--- config.mk ---
export PLATFORM = sky130hd
export DESIGN_NAME = qvr_round_sat
export DESIGN_NICKNAME = d
export VERILOG_FILES = /design/src/rtl/qvr_pkg.sv /design/src/rtl/qvr_round_sat.sv
export SDC_FILE = /design/constraint.sdc
export NUM_CORES = 1
export LEC_CHECK = 0
export BUFFER_PORTS_ARGS = -buffer_cell sky130_fd_sc_hd__buf_2
export CORE_MARGIN = 1.5
export CORE_UTILIZATION = 50
export CTS_CLUSTER_SIZE = 30
export DETAILED_ROUTE_END_ITERATION = 8
export PLACE_DENSITY = 0.95
export SYNTH_ARGS = -nofsm -noshare
export SYNTH_HDL_FRONTEND = slang
export SYNTH_SLANG_ARGS = --single-unit
--- constraint.sdc ---
create_clock -name clk_i -period 5.5 [get_ports clk_i]
set_input_delay 0.825 -clock clk_i [delete_from_list [all_inputs] [get_ports clk_i]]
set_output_delay 0.825 -clock clk_i [all_outputs]
set_load 0.005 [all_outputs]
--- src/rtl/qvr_pkg.sv ---
// Shared types and constants for the quaternion vector rotation core.
// Used by every module under rtl/ but qvr_checker; depends on nothing else.
package qvr_pkg;

  // Field widths and fixed-point scale.
  localparam int QW   = 16;          // quaternion component, Q1.15
  localparam int VW   = 24;          // vector component
  localparam int FRAC = 15;          // fraction bits of the quaternion

  // Internal widths of the two Hamilton products.
  localparam int M1W = QW + VW;      // one product of q (x) v
  localparam int PW  = M1W + 2;      // sum of three such products
  localparam int M2W = PW + QW;      // one product of p (x) q*
  localparam int SW  = M2W + 2;      // sum of four such products

  // Rounding shift back to the vector's format.
  localparam int RSH = 2 * FRAC;

  typedef struct packed {
    logic signed [QW-1:0] z;
    logic signed [QW-1:0] y;
    logic signed [QW-1:0] x;
    logic signed [QW-1:0] w;
  } quat_t;

  typedef struct packed {
    logic signed [VW-1:0] z;
    logic signed [VW-1:0] y;
    logic signed [VW-1:0] x;
  } vec_t;

  // Full quaternion p = q (x) v, kept exact at scale 2^15.
  typedef struct packed {
    logic signed [PW-1:0] p3;
    logic signed [PW-1:0] p2;
    logic signed [PW-1:0] p1;
    logic signed [PW-1:0] p0;
  } pquat_t;

  // Vector part of p (x) q*, kept exact at scale 2^30.
  typedef struct packed {
    logic signed [SW-1:0] z;
    logic signed [SW-1:0] y;
    logic signed [SW-1:0] x;
  } rsum_t;

endpackage

--- src/rtl/qvr_round_sat.sv ---
// Rounding to nearest (ties up) and 24-bit saturation into the output register.
// Depends on qvr_pkg.
module qvr_round_sat (
  input  logic           clk_i,
  input  logic           rst_ni,
  input  logic           in_valid_i,
  output logic           in_ready_o,
  input  qvr_pkg::rsum_t sum_i,
  output logic           out_valid_o,
  input  logic           out_ready_i,
  output qvr_pkg::vec_t  rot_o,
  output logic           clip_o
);
  import qvr_pkg::*;

  // Bits of the rounded value from the sign bit of a 24-bit result upward.
  localparam int TOPW = SW + 1 - RSH - (VW - 1);

  vec_t rot_d, rot_q;
  logic clip_d, clip_q;
  logic valid_q;
  logic clip_x, clip_y, clip_z;

  // Returns the saturated component; the flag goes out through clip.
  function automatic logic signed [VW-1:0] round_sat(input logic signed [SW-1:0] s,
                                                     output logic clip);
    logic signed [SW:0]   t;
    logic [TOPW-1:0]      top;
    logic signed [VW-1:0] res;
    t    = (SW+1)'(s) + ((SW+1)'(1) <<< (RSH - 1));
    top  = t[SW:RSH+VW-1];
    clip = !((top == '0) || (top == '1));
    if (!clip) begin
      res = t[RSH+VW-1:RSH];
    end else if (t[SW]) begin
      res = {1'b1, {(VW-1){1'b0}}};
    end else begin
      res = {1'b0, {(VW-1){1'b1}}};
    end
    return res;
  endfunction

  always_comb begin
    rot_d.x = round_sat(sum_i.x, clip_x);
    rot_d.y = round_sat(sum_i.y, clip_y);
    rot_d.z = round_sat(sum_i.z, clip_z);
    clip_d  = clip_x || clip_y || clip_z;
  end

  assign in_ready_o = !valid_q || out_ready_i;

  always_ff @(posedge clk_i or negedge rst_ni) begin
    if (!rst_ni) begin
      valid_q <= 1'b0;
    end else if (in_ready_o) begin
      valid_q <= in_valid_i;
    end
  end

  always_ff @(posedge clk_i) begin
    if (in_ready_o && in_valid_i) begin
      rot_q  <= rot_d;
      clip_q <= clip_d;
    end
  end

  assign out_valid_o = valid_q;
  assign rot_o       = rot_q;
  assign clip_o      = clip_q;

endmodule

==> results of run 1 <==
==> power by group <==
group | internal (mW) | switching, mW | leakage (nW)
logic | 0.0889 | 0.133 | 1.48
clock network | 0.157 | 0.197 | 0.0775
registers | 0.660 | 0.00832 | 0.700
total | 0.906 | 0.337 | 2.26
==> placed cells by master (no fill, tap or decap), types with 4 or more instances in the layout <==
cell and n:
xor2_1 34, o21ai_0 10, and3_1 12, nor3_1 14, clkbuf_8 9, buf_2 171
nand4_1 24, nand2b_1 6, nand2_1 39, and2_1 5, o21ai_2 11, xnor2_1 33
or3_1 4, a21oi_1 53, nand3_1 38, nor2_1 24, inv_1 8, edfxtp_1 73
and4_1 9, a31oi_1 7, or4_1 4, nor4_1 4
==> final cells by class <==
class	count	area share (%)
Tap cell	133	2.76
Sequential cell	74	36.8
Multi-Input combinational cell	389	42.9
Clock buffer	9	2.05
Inverter	8	0.498
Clock inverter	7	0.602
Timing Repair Buffer	173	14.4
==> worst register-to-register path, cell delays in order (launching register included) <==
cell,delay [ns]
dfrtp_1,0.41
nand2b_1,0.14
and2_4,0.80
==> state kept, by name (all words and copies together), names as in the netlist <==
| signal | flops |
|---|---|
| rot_o | 72 |
| out_valid_o | 1 |
| clip_o | 1 |
==> final timing paths <==
| path | endpoint | slack, ns | startpoint | cells after the start |
|---|---|---|---|---|
| min | out_valid_o | 0.26 | rst_ni | 1 |
| max | rot_o[31] | 2.10 | sum_i[89] | 9 |
| max reg2reg | rot_o[9] | 3.73 | out_valid_o | 2 |
| max in group asynchronous | out_valid_o | 5.15 | rst_ni | 1 |
| min reg2reg | out_valid_o | 0.69 | out_valid_o | 2 |
| min in group clk_i | out_valid_o | 0.69 | out_valid_o | 2 |
==> logic make-up (layout without fill, tap and decap cells) <==
| kind of cell | Yosys count | in the layout | synth area share, % |
|---|---|---|---|
| xor gates and xnor gates | 67 | 67 | 11.8 |
| adders and majority gates | 3 | 3 | 0.753 |
| and+or+nand+nor | 214 | 214 | 25.4 |
| buffers and inverters | 29 | 197 | 3.69 |
| AOI/OAI and AO/OA | 103 | 103 | 13.4 |
| muxes | 2 | 2 | 0.427 |
| DFF | 74 | 74 | 44.5 |
==> per-stage QoR <==
step / total power, mW / utilization, %
finish: 1.24 / 62.0
floorplan: 0.790 / -
detailed placement: 0.899 / 60.3
global route: 1.30 / 62.0
CTS: 1.25 / 62.0
global placement: 0.889 / 60.3
==> routing by layer <==
metal | part of all wire, % | vias to the layer above
li1 | - | 2190
met1 | 39 | 2161
met3 | 7.3 | 28
met4 | 2.5 | 0
met2 | 51 | 236
met5 | 0 | -
==> flow_summary.ini, run 1 <==
[sta]
finalWorstSetupSlack_ns = 2.10
slew_violations = 0
period_share_pct = 61.8
maxSlewHeadroom_pct = 32.5
rsz0062_at_grt = no
post-route-min-period_ns = 3.40
fmax_mhz = 294
finalHoldViolCount = 0
hold_slack_ns = 0.256
worst_pin_slew_ns = 1.01
setup_viol = 0
clock_skew_ns = 0.00701
tns_ns = 0

[setup_path]
path_buf_inv = 1
crit_chain = buf_2, ha_1, nand3_1, nor4_4, nand4_1, nor3_1, o211a_1, a22o_1, a31oi_1
critPathTopFamily = simple AND/OR/NAND/NOR gates
slowest_stage = a22o_1
worstPathArrival_ns = 3.44
critPathKind = input pin to flop
cp.required_ns = 5.54
critPathMaxFanout = 24
worst_path_largest_cell_delay_ns = 0.72
startpoint_type = input pin
worstSetupEndpointType = flop

[finish]
multi_input_comb_area_sq_um = 2580
nets = 842
ff_latch_area_sq_um = 2220
stdcell_count = 793
area_delta_synth_final_pct = 21.0
fin_area_sq_um = 6030
fillers = 798
drive_gt1_share_pct = 34.2
n_antenna_cell = 0

[grt]
antenna_found_initial = 0
use_met1_pct = 26.5
grt_overflow = 0
grtUsageMet3_pct = 4.47
grt-busiest-layer = met2
grt_pass1_wl_microns = 19400
grt.total_usage_pct = 23.5
grtUsageMet2_pct = 42.2
grt_pass1_vias = 4299
grt_start_max_net_pins = 74

[die]
initial_utilization_pct = 51.2
ios = 259
core_sq_um = 9730
die_h_microns = 103
fp-row-count = 36
die_area_sq_um = 10600
fp.dieW_microns = 103

[clock_tree]
clockRootBuffer = clkbuf_8
htreeDepth = 3
path_clk_slew_ns = 0.08
ctsHoldBuffers = 0
cts_tree = yes
numCtsBuffers = 9
cts_resized = 0
post_cts_buffers = 0
cts.path.max_buffers = 2
clkLatencyLatePin_ns = 0.34
cts.sinks = 74

[place]
dp.cells = 777
gp_congestion = 0.903
dpl.hpwl_microns = 9550
portBuffers = 171
post_dp_cell_area_sq_um = 5870
dp_slack_ns = 1.83

[synth]
synth_edf_count = 73
async_reset_ff_share_pct = 1.35
syn_nets = 679
ys_seq_area_share_pct = 44.5
synth_area_leaders = edfxtp_1, xor2_1, xnor2_1
yosysMostFrequentCell = edfxtp_1
synth_area_sq_um = 4980
synth.distinct_cells = 63
syn_inst = 492
synth_top_area_cell = edfxtp_1
synth_top_area_share_pct = 44.0
ys.flop_type = edfxtp_1
ys_top_cells_by_count = edfxtp_1, a21oi_1, nand2_1
ys.warnings.count = 0
ys_ff_latch = 74
syn_area_per_cell_sq_um = 10.1

[power_and_ir_drop]
powerDensity_nw_per_um2 = 206
vdd_drop_max_mv = 0.0972
p_leak_nw = 2.26

[route]
drc = 0
routed_wirelength_microns = 12700
via_count = 4615
routed_via_density = 5.82
avgRoutedWirePerCell_microns = 16.0
drt_first_iter_violations = 231
drtPass1Iterations = 5
drtAntennaViolNets = 0

[run_status]
status = finished, final reports clean

[hold_path]
hold_class = input pin to async pin

[flow_run]
maxCapViolations = 0
(Power assumes the default switching activity.)
==> run 2, diff against run 1 <==
--- a/config.mk
+++ b/config.mk
@@ -7,10 +7,10 @@
 export LEC_CHECK = 0
 export BUFFER_PORTS_ARGS = -buffer_cell sky130_fd_sc_hd__buf_2
 export CORE_MARGIN = 1.5
-export CORE_UTILIZATION = 50
+export CORE_UTILIZATION = 46
 export CTS_CLUSTER_SIZE = 30
 export DETAILED_ROUTE_END_ITERATION = 8
-export PLACE_DENSITY = 0.95
+export PLACE_DENSITY = 0.91
 export SYNTH_ARGS = -nofsm -noshare
 export SYNTH_HDL_FRONTEND = slang
 export SYNTH_SLANG_ARGS = --single-unit
==> constraint.sdc (replaced) <==
create_clock -name clk_i -period 3.4 [get_ports clk_i]
set_input_delay 0.51 -clock clk_i [delete_from_list [all_inputs] [get_ports clk_i]]
set_output_delay 0.51 -clock clk_i [all_outputs]
set_load 0.005 [all_outputs]
==> flow_summary.ini, run 2 (synthesis results as in run 1) <==
[run_status]
status = finished, final reports clean

[finish]
fillers = 863
final_common_cell = buf_2
n_antenna_cell = 0
drive_gt1_share_pct = 34.7
multi_input_comb_area_sq_um = 2580
mostFrequentLayoutCells = buf_2, edfxtp_1, a21oi_1, nand2_1, nand3_1
nets = 845
largest_register_ffs = 72
area_delta_synth_final_pct = 23.2
ff_latch_area_sq_um = 2220

[place]
portBuffers = 171
dpl.hpwl_microns = 9600
gp_congestion = 0.916

[sta]
worst_pin_slew_ns = 0.967
clock_skew_ns = 0.00502
hold_slack_ns = 0.415
slew_violations = 0
maxSlewHeadroom_pct = 35.5
rsz0062_at_grt = no
tns_ns = 0
fmax_mhz = 370
period_share_pct = 79.5
post-route-min-period_ns = 2.70
setup_viol = 0
finalHoldViolCount = 0

[clock_tree]
htreeDepth = 3
post_cts_buffers = 0
cts.sinks = 74
path_clk_slew_ns = 0.08
clockRootBuffer = clkbuf_8
cts_resized = 0
cts.path.max_buffers = 2
clkLatencyLatePin_ns = 0.34
numCtsBuffers = 9
ctsHoldBuffers = 1
cts_tree = yes

[setup_path]
critPathKind = input pin to flop
worst_path_largest_cell_delay_ns = 0.45
r2r-end = rot_o[13]
r2r_slack_ns = 1.67
cp-startpoint = sum_i[149]
critPathMaxFanout = 23
r2r_start = out_valid_o
worstSetupEndpointType = flop
startpoint_type = input pin
crit_path_end = rot_o[60]
slowest_stage = nor2_4
crit_chain = buf_2, ha_1, and4_1, nand2_1, a2111oi_0, a2bb2oi_1, o32ai_4, nor2_4, a21oi_1
cp.required_ns = 3.47
reg2regPathDepth = 2
worstPathArrival_ns = 2.77

[grt]
antenna_found_initial = 0
grt_pass1_wl_microns = 20200
grt_overflow = 0
grt_pass1_vias = 4418
grt.total_usage_pct = 22.1
grt_start_max_net_pins = 74

[route]
routed_via_density = 5.77
avgRoutedWirePerCell_microns = 15.9
drtAntennaViolNets = 0
drc = 0
drt_first_iter_violations = 285
routed_wirelength_microns = 12700
via_count = 4608
drtPass1Iterations = 5

[hold_path]
hold_class = input pin to flop
holdCritStartpoint = in_valid_i

[power_and_ir_drop]
p_leak_nw = 2.31
powerDensity_nw_per_um2 = 368
vdd_drop_max_mv = 0.205

[die]
core_sq_um = 10400
initial_utilization_pct = 47.8
fp-row-count = 37
ios = 259
die_area_sq_um = 11500
fp.dieW_microns = 107
die_h_microns = 107

[flow_run]
maxCapViolations = 0
run 2: layer usage:
layer / part of all wire, % / global-route usage [%]
met4: 2.4 / 10.7
met5: 0 / 0
met2: 52 / 39.5
met1: 38 / 25.8
met3: 7.9 / 3.04
run 2: area by class of cell:
cell class              instances  area share (%)
clock inverters                 7            1.92
clock buffers                   9            2.02
well taps                     136            2.77
repair buffers                176            14.6
flip-flops and latches         74            36.1
inverters                       8           0.489
multi-input cells             389            42.1
run 2: power by group:
group | switching, mW | total (mW) | leakage (nW) | internal, mW
logic | 0.213 | 0.358 | 1.50 | 0.145
registers | 0.0129 | 1.08 | 0.700 | 1.07
clock network | 0.338 | 0.824 | 0.113 | 0.486
total | 0.564 | 2.26 | 2.31 | 1.70
run 2: worst max-delay path, delay by kind of cell:
family | cells | cell delay [ns]
adder cells (fa/ha/maj) | 1 | 0.21
AO/OA/AOI/OAI | 4 | 1.01
AND/OR/NAND/NOR | 3 | 0.92
buffers and inverters | 1 | 0.11
run 2: worst min-delay path by stage:
stage,to,slack [ns],cells past startpoint
3_5_place_dp,out_valid_o,0.29,1
4_1_cts,out_valid_o,0.40,2
2_1_floorplan,out_valid_o,0.21,0
5_1_grt,out_valid_o,0.42,2
6_report,out_valid_o,0.42,2
3_3_place_gp,out_valid_o,0.29,1
run 2: per-stage QoR:
stage / worst slack (ns) / cell area [sq um] / instances / util, % / power, mW
4_1_cts: 0.757 / 6140 / 799 / 58.9 / 2.28
5_1_grt: 0.534 / 6140 / 799 / 58.9 / 2.36
2_1_floorplan: 0.576 / 4980 / 492 / - / 1.28
3_3_place_gp: 0.482 / 5890 / 782 / 56.5 / 1.44
3_5_place_dp: 0.379 / 5890 / 782 / 56.5 / 1.46
6_report: 0.698 / 6140 / 799 / 58.9 / 2.26
